===== config.mk =====
export PLATFORM = sky130hd
export DESIGN_NAME = otm_ctl
export DESIGN_NICKNAME = d
export VERILOG_FILES = /design/src/sv/otm_pkg.sv /design/src/sv/otm_ctl.sv
export SDC_FILE = /design/constraint.sdc
export NUM_CORES = 1
export LEC_CHECK = 0
export BUFFER_PORTS_ARGS = -buffer_cell sky130_fd_sc_hd__buf_2
export CAP_MARGIN = 20
export CORE_AREA = 2 2 39 41
export CTS_CLUSTER_SIZE = 25
export DETAILED_ROUTE_END_ITERATION = 12
export DIE_AREA = 0 0 41 43
export GPL_ROUTABILITY_DRIVEN = 0
export GPL_TIMING_DRIVEN = 0
export PLACE_DENSITY_LB_ADDON = 0.08
export SLEW_MARGIN = 20
export SYNTH_ARGS = -nofsm -noshare
export SYNTH_HDL_FRONTEND = slang
export SYNTH_SLANG_ARGS = --single-unit
export TNS_END_PERCENT = 30

===== constraint.sdc =====
create_clock -name clk -period 1.5 [get_ports clk]
set_input_delay 0.15 -clock clk [delete_from_list [all_inputs] [get_ports clk]]
set_output_delay 0.15 -clock clk [all_outputs]
set_load 0.02 [all_outputs]

===== src/sv/otm_pkg.sv =====
// ----------------------------------------------------------------------------
// otm_pkg: observed transition matrix shared definitions
// Widths, opcodes, register indexes and controller/datapath interface types.
// ----------------------------------------------------------------------------
package otm_pkg;

  localparam int OBS_BITS   = 4;
  localparam int NODE_BITS  = 64;
  localparam int COUNT_BITS = 32;
  localparam int TIME_BITS  = 48;

  localparam int SIDE      = 1 << OBS_BITS;
  localparam int CELLS     = SIDE * SIDE;
  localparam int CELL_BITS = 2 * OBS_BITS;
  localparam int OBS_CW    = (OBS_BITS > 1) ? $clog2(OBS_BITS) : 1;

  localparam int CFG_BITS     = 64;
  localparam int CFG_IDX_BITS = 2;

  localparam int OP_BITS       = 3;
  localparam int IN_DATA_BITS  = 200;
  localparam int OUT_DATA_BITS = 136;
  localparam int OUT_USED_BITS = OBS_BITS + COUNT_BITS + 2 * TIME_BITS;

  localparam logic [CFG_IDX_BITS-1:0] CFG_STATE_MASK    = 2'd0;
  localparam logic [CFG_IDX_BITS-1:0] CFG_INIT_COUNT    = 2'd1;
  localparam logic [CFG_IDX_BITS-1:0] CFG_INIT_DURATION = 2'd2;

  localparam logic [OP_BITS-1:0] OP_CLEAR = 3'd0;
  localparam logic [OP_BITS-1:0] OP_START = 3'd1;
  localparam logic [OP_BITS-1:0] OP_STEP  = 3'd2;
  localparam logic [OP_BITS-1:0] OP_MERGE = 3'd3;
  localparam logic [OP_BITS-1:0] OP_READ  = 3'd4;

  typedef struct packed {
    logic capture;
    logic clear;
    logic obs_step;
    logic start_set;
    logic step_set;
    logic addr_set;
    logic mem_rd;
    logic modify;
    logic div_start;
    logic out_load;
  } otm_cmd_t;

  typedef struct packed {
    logic [OP_BITS-1:0] op;
    logic               obs_last;
    logic               changed;
    logic               cnt_zero;
    logic               div_busy;
    logic               out_free;
  } otm_stat_t;

endpackage


===== src/sv/otm_ctl.sv =====
// ----------------------------------------------------------------------------
// otm_ctl: observed transition matrix controller
// Sequences capture, clear, observation, table read-modify-write, divide and output.
// ----------------------------------------------------------------------------
module otm_ctl
  import otm_pkg::*;
(
  input  logic      clk,
  input  logic      rst_n,
  input  logic      in_tvalid,
  output logic      in_tready,
  input  otm_stat_t stat,
  output otm_cmd_t  cmd
);

  localparam logic [3:0] S_IDLE   = 4'd0;
  localparam logic [3:0] S_DISP   = 4'd1;
  localparam logic [3:0] S_OBS    = 4'd2;
  localparam logic [3:0] S_CHECK  = 4'd3;
  localparam logic [3:0] S_READ   = 4'd4;
  localparam logic [3:0] S_MOD    = 4'd5;
  localparam logic [3:0] S_DSTART = 4'd6;
  localparam logic [3:0] S_DIV    = 4'd7;
  localparam logic [3:0] S_OUT    = 4'd8;

  logic [3:0] state_r, state_nxt;

  always_comb begin
    state_nxt = state_r;
    cmd       = '0;
    case (state_r)
      S_IDLE: begin
        if (in_tvalid) begin
          cmd.capture = 1'b1;
          state_nxt   = S_DISP;
        end
      end
      S_DISP: begin
        case (stat.op)
          OP_CLEAR: begin
            cmd.clear = 1'b1;
            state_nxt = S_OUT;
          end
          OP_START, OP_STEP: state_nxt = S_OBS;
          OP_MERGE, OP_READ: begin
            cmd.addr_set = 1'b1;
            state_nxt    = S_READ;
          end
          default: state_nxt = S_OUT;
        endcase
      end
      S_OBS: begin
        cmd.obs_step = 1'b1;
        if (stat.obs_last) begin
          state_nxt = S_CHECK;
        end
      end
      S_CHECK: begin
        if (stat.op == OP_START) begin
          cmd.start_set = 1'b1;
          state_nxt     = S_OUT;
        end else if (stat.changed) begin
          cmd.step_set = 1'b1;
          state_nxt    = S_READ;
        end else begin
          state_nxt = S_OUT;
        end
      end
      S_READ: begin
        cmd.mem_rd = 1'b1;
        state_nxt  = S_MOD;
      end
      S_MOD: begin
        cmd.modify = 1'b1;
        state_nxt  = S_DSTART;
      end
      S_DSTART: begin
        if (stat.cnt_zero) begin
          state_nxt = S_OUT;
        end else begin
          cmd.div_start = 1'b1;
          state_nxt     = S_DIV;
        end
      end
      S_DIV: begin
        if (!stat.div_busy) begin
          state_nxt = S_OUT;
        end
      end
      S_OUT: begin
        if (stat.out_free) begin
          cmd.out_load = 1'b1;
          state_nxt    = S_IDLE;
        end
      end
      default: state_nxt = S_IDLE;
    endcase
  end

  always_ff @(posedge clk) begin
    if (!rst_n) begin
      state_r <= S_IDLE;
    end else begin
      state_r <= state_nxt;
    end
  end

  assign in_tready = (state_r == S_IDLE);

endmodule


==> results of run 1 <==
==> layer usage <==
layer | vias up | wire (µm) | track usage
met5 | - | 0 | 0
met4 | 0 | 0 | 0.0600
met3 | 0 | 82 | 0.0314
met2 | 26 | 583 | 0.238
met1 | 228 | 526 | 0.201
li1 | 264 | - | -
==> timing repair <==
item | 4_1_cts | 5_1_grt
setup endpoints to repair | 8 | 6
resized for setup | 7 | 11
pin swaps | 0 | 3
==> area by class of cell <==
class	count	area share
buffer	4	0.0748
timing repair buffer	21	0.181
clock buffer	3	0.0354
tap	16	0.0315
multi-input combinational	50	0.539
sequential	4	0.132
inverter	1	0.00591
==> power breakdown <==
part           internal [mW]  leakage [nW]  total, mW  switching [mW]
Sequential             0.119        0.0339      0.132          0.0138
Clock                 0.0894        0.0138      0.132          0.0422
Combinational          0.105         0.235      0.225           0.120
Total                  0.313         0.283      0.489           0.176
==> critical path: cells and delay by family (launching register included) <==
kind | cells | cell delay (ps)
and+or+nand+nor | 3 | 410
buffers and inverters | 2 | 340
DFF | 1 | 310
==> kinds of logic after synthesis <==
logic type | after synthesis | share of synthesized area
AOI/OAI and AO/OA | 14 | 0.203
xor gates and xnor gates | 2 | 0.0418
buffers and inverters | 5 | 0.0835
DFF | 4 | 0.191
and+or+nand+nor | 34 | 0.481
==> through the flow <==
| step | setup TNS [ps] | hold slack, ps | instances |
|---|---|---|---|
| floorplan | 0 | 266 | 59 |
| global placement | 0 | 426 | 96 |
| detailed placement | 0 | 427 | 96 |
| CTS | 0 | 181 | 99 |
| global route | -134 | 189 | 99 |
| finish | 0 | 189 | 99 |
==> worst max path at each step <==
stage | startpoint | endpoint | cells past startpoint
floorplan | state_r[1] | cmd[8] | 4
global placement | state_r[0] | cmd[9] | 4
CTS | state_r[3] | cmd[8] | 5
global route | state_r[3] | cmd[8] | 5
finish | state_r[3] | cmd[8] | 5
detailed placement | state_r[0] | cmd[9] | 4
==> cells in the final DEF (no fill, tap or decap), types with 3 or more instances in the layout <==
cell	count
buf_2	17
nor3_1	5
buf_4	4
buf_6	3
and3_1	3
nand2_1	3
nor2_1	3
nand3b_1	3
o21ai_1	3
a21oi_1	3
clkbuf_4	3
dfxtp_2	3
==> metrics.yaml, run 1 <==
outcome: "finished clean"
nFillCells: 150
critPathLaunchType: "flip-flop"
clkTransAtPathRegs_ps: 40
grt_pass1_vias: 441
p_leak_nw: 0.283
cts_setup_buffers: 0
io_pins: 22
antenna_found_initial: 0
synth_area_um2: 419
yosysMostFrequentCell: "nor3_1"
cpMaxStageDelayCell: "dfxtp_2"
hold_buffers: 0
slew_headroom: 0.811
ys_seq_area_frac: 0.191
ys_async_sr_fraction: 0
syn_inst: 59
finClkSkew_ps: 2.61
die_h_um: 43
hold_end: "state_r[1]"
synth_nets: 70
power_mw: 0.489
reg2reg_to: "state_r[2]"
cts_buffers: 3
rows: 14
grt_max_degree: 11
min_path_type: "in -> reg"
syn_avg_cell_area_um2: 7.10
die-area_um2: 1760
drc_errors: 0
dp_hpwl_um: 868
final_util: 0.459
die_w_um: 41
crit_chain: "buf_6, nor2_4, nand3b_1, nor4_2, buf_2"
grt_pass1_wl_um: 1910
synthFlopType: "dfxtp_1"
core_um2: 1380
cts_tree: "built"
yosys.area.top_type_share: 0.191
antenna_cells: 0
worstHoldStart: "rst_n"
grt_use_total: 0.154
final_area_um2: 636
end_kind: "output pin"
drtAntennaViolNets: 0
ys_types: 31
min_period_ps: 1450
synth_edf_count: 0
top_register: "state_r"
largest_reg_flops: 4
worstSetupPathType: "reg -> out"
r2r_cells: 5
finalHoldViolCount: 0
cts_max_path_buffers: 2
dr.pass1.iters: 4
maxSlewViolCount: 0
maxCapViolCount: 0
arrival_ps: 1300
grt_overflow: 0
yosys.area.top_type: "dfxtp_1"
vias: 518
required_ps: 1350
synth_area_leaders: "dfxtp_1 19%, nor3_1 7.2%, buf_6 5.4%"
drt-wirelength-per-cell_um: 12.0
ys_top_cells_by_count: "6 x nor3_1, 4 x a21oi_1, 4 x dfxtp_1, 4 x nor2_1"
top_regs: "state_r (4)"
routed_wl_um: 1190
worst_slew_pin_slew_ps: 281
register_area_um2: 83.8
power.density_nw_per_um2: 769
cts_num_sinks: 4
layout-drive-gt1-share: 0.470
finalSetupViolCount: 0
synth-seq-cells: 4
io_buffer_count: 21
cts_root_buf: "clkbuf_4"
post-place-ws_ps: 119
multi_input_area_um2: 343
hold_depth: 3
peakVddDrop_mv: 0.223
post-route-period-util: 0.966
rr_startpoint: "state_r[1]"
area_growth_syn_to_layout_pct: 51.6
drt-vias-per-instance: 5.23
cp_max_fo: 10
insertion_delay_ps: 230
final_nets: 96
initial_utilization: 0.303
ff2ff_setup_slack_ps: 280
rsz0062_at_grt: "true"
cts_max_level: 1
first_iter_violations: 3
ys_warn_count: 0
slowest_delay_ps: 310
fmax_mhz: 690
worst_slack_ps: 51.7
placed_area_um2: 559
(Power assumes the default switching activity.)
==> run 2, diff against run 1 <==
Clock period 1.5 ns to 1.3 ns, I/O delays scaled along.
==> metrics.yaml, run 2 (synthesis gave the netlist of run 1 again) <==
outcome: "finished, violations left"
violations: "setup timing"
die_w_um: 41
finClkSkew_ps: 0.682
drtAntennaViolNets: 0
drt-wirelength-per-cell_um: 11.6
min_period_ps: 1440
slew_headroom: 0.781
peakVddDrop_mv: 0.335
routed_wl_um: 1230
arrival_ps: 1310
cts_max_level: 1
grt_pass1_vias: 449
grt_use_total: 0.156
ff2ff_setup_slack_ps: 90
timing.hold.ws_ps: 160
cts_num_sinks: 4
io_buffer_count: 21
cp_top_family: "simple AND/OR/NAND/NOR gates"
cts_tree: "built"
placed_area_um2: 566
dp_hpwl_um: 866
vias: 540
maxCapViolCount: 0
post-route-period-util: 1.11
layout-drive-gt1-share: 0.567
first_iter_violations: 7
final_area_um2: 733
rr_startpoint: "state_r[3]"
die_h_um: 43
antenna_found_initial: 0
r2r_cells: 6
dr.pass1.iters: 4
final_nets: 103
nFillCells: 137
hold_depth: 3
worst_slack_ps: -140
core_um2: 1380
cpMaxStageDelayCell: "dfxtp_2"
worstSetupPathType: "reg -> out"
finalSetupViolCount: 8
reg2reg_to: "state_r[2]"
cts_root_buf: "clkbuf_4"
worst_slew_pin_slew_ps: 326
end_kind: "output pin"
io_pins: 22
slowest_delay_ps: 320
die-area_um2: 1760
final_common_cell: "buf_2"
critPathLaunchType: "flip-flop"
cts_buffers: 3
layout_common_cells: "15 x buf_2, 11 x buf_4, 4 x buf_6, 4 x nor3_1"
hold_buffers: 0
power.density_nw_per_um2: 845
p_leak_nw: 0.330
crit_buf_inv: 3
top_regs: "state_r (4)"
fin_setup_tns_ps: -468
fmax_mhz: 694
hold_end: "state_r[1]"
min_path_type: "in -> reg"
maxSlewViolCount: 0
crit_chain: "buf_8, buf_4, nor4_4, and2_4, buf_6"
top_register: "state_r"
drt-vias-per-instance: 5.09
required_ps: 1170
finalHoldViolCount: 0
cp_max_fo: 7
cts_max_path_buffers: 2
grt_pass1_wl_um: 1930
antenna_cells: 0
drc_errors: 0
largest_reg_flops: 4
worstHoldStart: "rst_n"
clkTransAtPathRegs_ps: 40
grt_max_degree: 11
grt_overflow: 0
rsz0062_at_grt: "true"
area_growth_syn_to_layout_pct: 74.9
rows: 14
initial_utilization: 0.303
insertion_delay_ps: 230
==> run 2: changes by cell type in the layout (fill, tap and decap cells not counted), sizes merged <==
cell / change
buf: +7
==> run 2: worst max path at each step <==
stage,startpoint,end,slack (ps),cells after the start
CTS,state_r[3],cmd[8],-120,5
detailed placement,state_r[0],cmd[9],-40,4
floorplan,state_r[0],cmd[9],-80,3
finish,state_r[3],cmd[9],-140,5
global route,state_r[3],cmd[8],-240,5
global placement,state_r[0],cmd[9],-60,4
==> run 2: cell type report <==
type                            count  area (µm²)  share of cell area
Tap cell                           16        20.0              0.0273
Clock buffer                        3        22.5              0.0307
Sequential cell                     4        90.1               0.123
Inverter                            1        3.75             0.00512
Timing Repair Buffer               29         191               0.261
Multi-Input combinational cell     50         365               0.498
Buffer                              3        40.0              0.0546
==> run 2: where the power goes <==
group / switching [mW] / internal, mW
Sequential: 0.0187 / 0.137
Combinational: 0.149 / 0.166
Clock: 0.0459 / 0.103
==> run 2: through the flow <==
stage	utilization	std cells	worst slack, ps	total power [mW]
after floorplan	-	59	-78.1	0.317
after global placement	0.409	96	-57.3	0.387
after detailed placement	0.409	96	-39.5	0.387
after CTS	0.505	103	-125	0.605
after global routing	0.530	106	-241	0.666
final	0.530	106	-140	0.620
==> run 2: metal layers <==
| metal | track usage | share of wire |
|---|---|---|
| met5 | 0 | 0 |
| met4 | 0.0400 | 0 |
| met3 | 0.0471 | 0.044 |
| met2 | 0.228 | 0.49 |
| met1 | 0.218 | 0.47 |
==> run 2: worst register-to-register path, stage by stage (launching register included) <==
cell	delay (ps)
dfxtp_2	330
buf_8	120
nor2_4	40
nand3b_1	150
a21oi_2	60
buf_4	130
o31a_1	270
==> run 2: timing repair <==
item,CTS,global route
setup endpoints to repair,13,11
pin swaps,6,2
gates resized for setup,25,6
buffers inserted,4,4
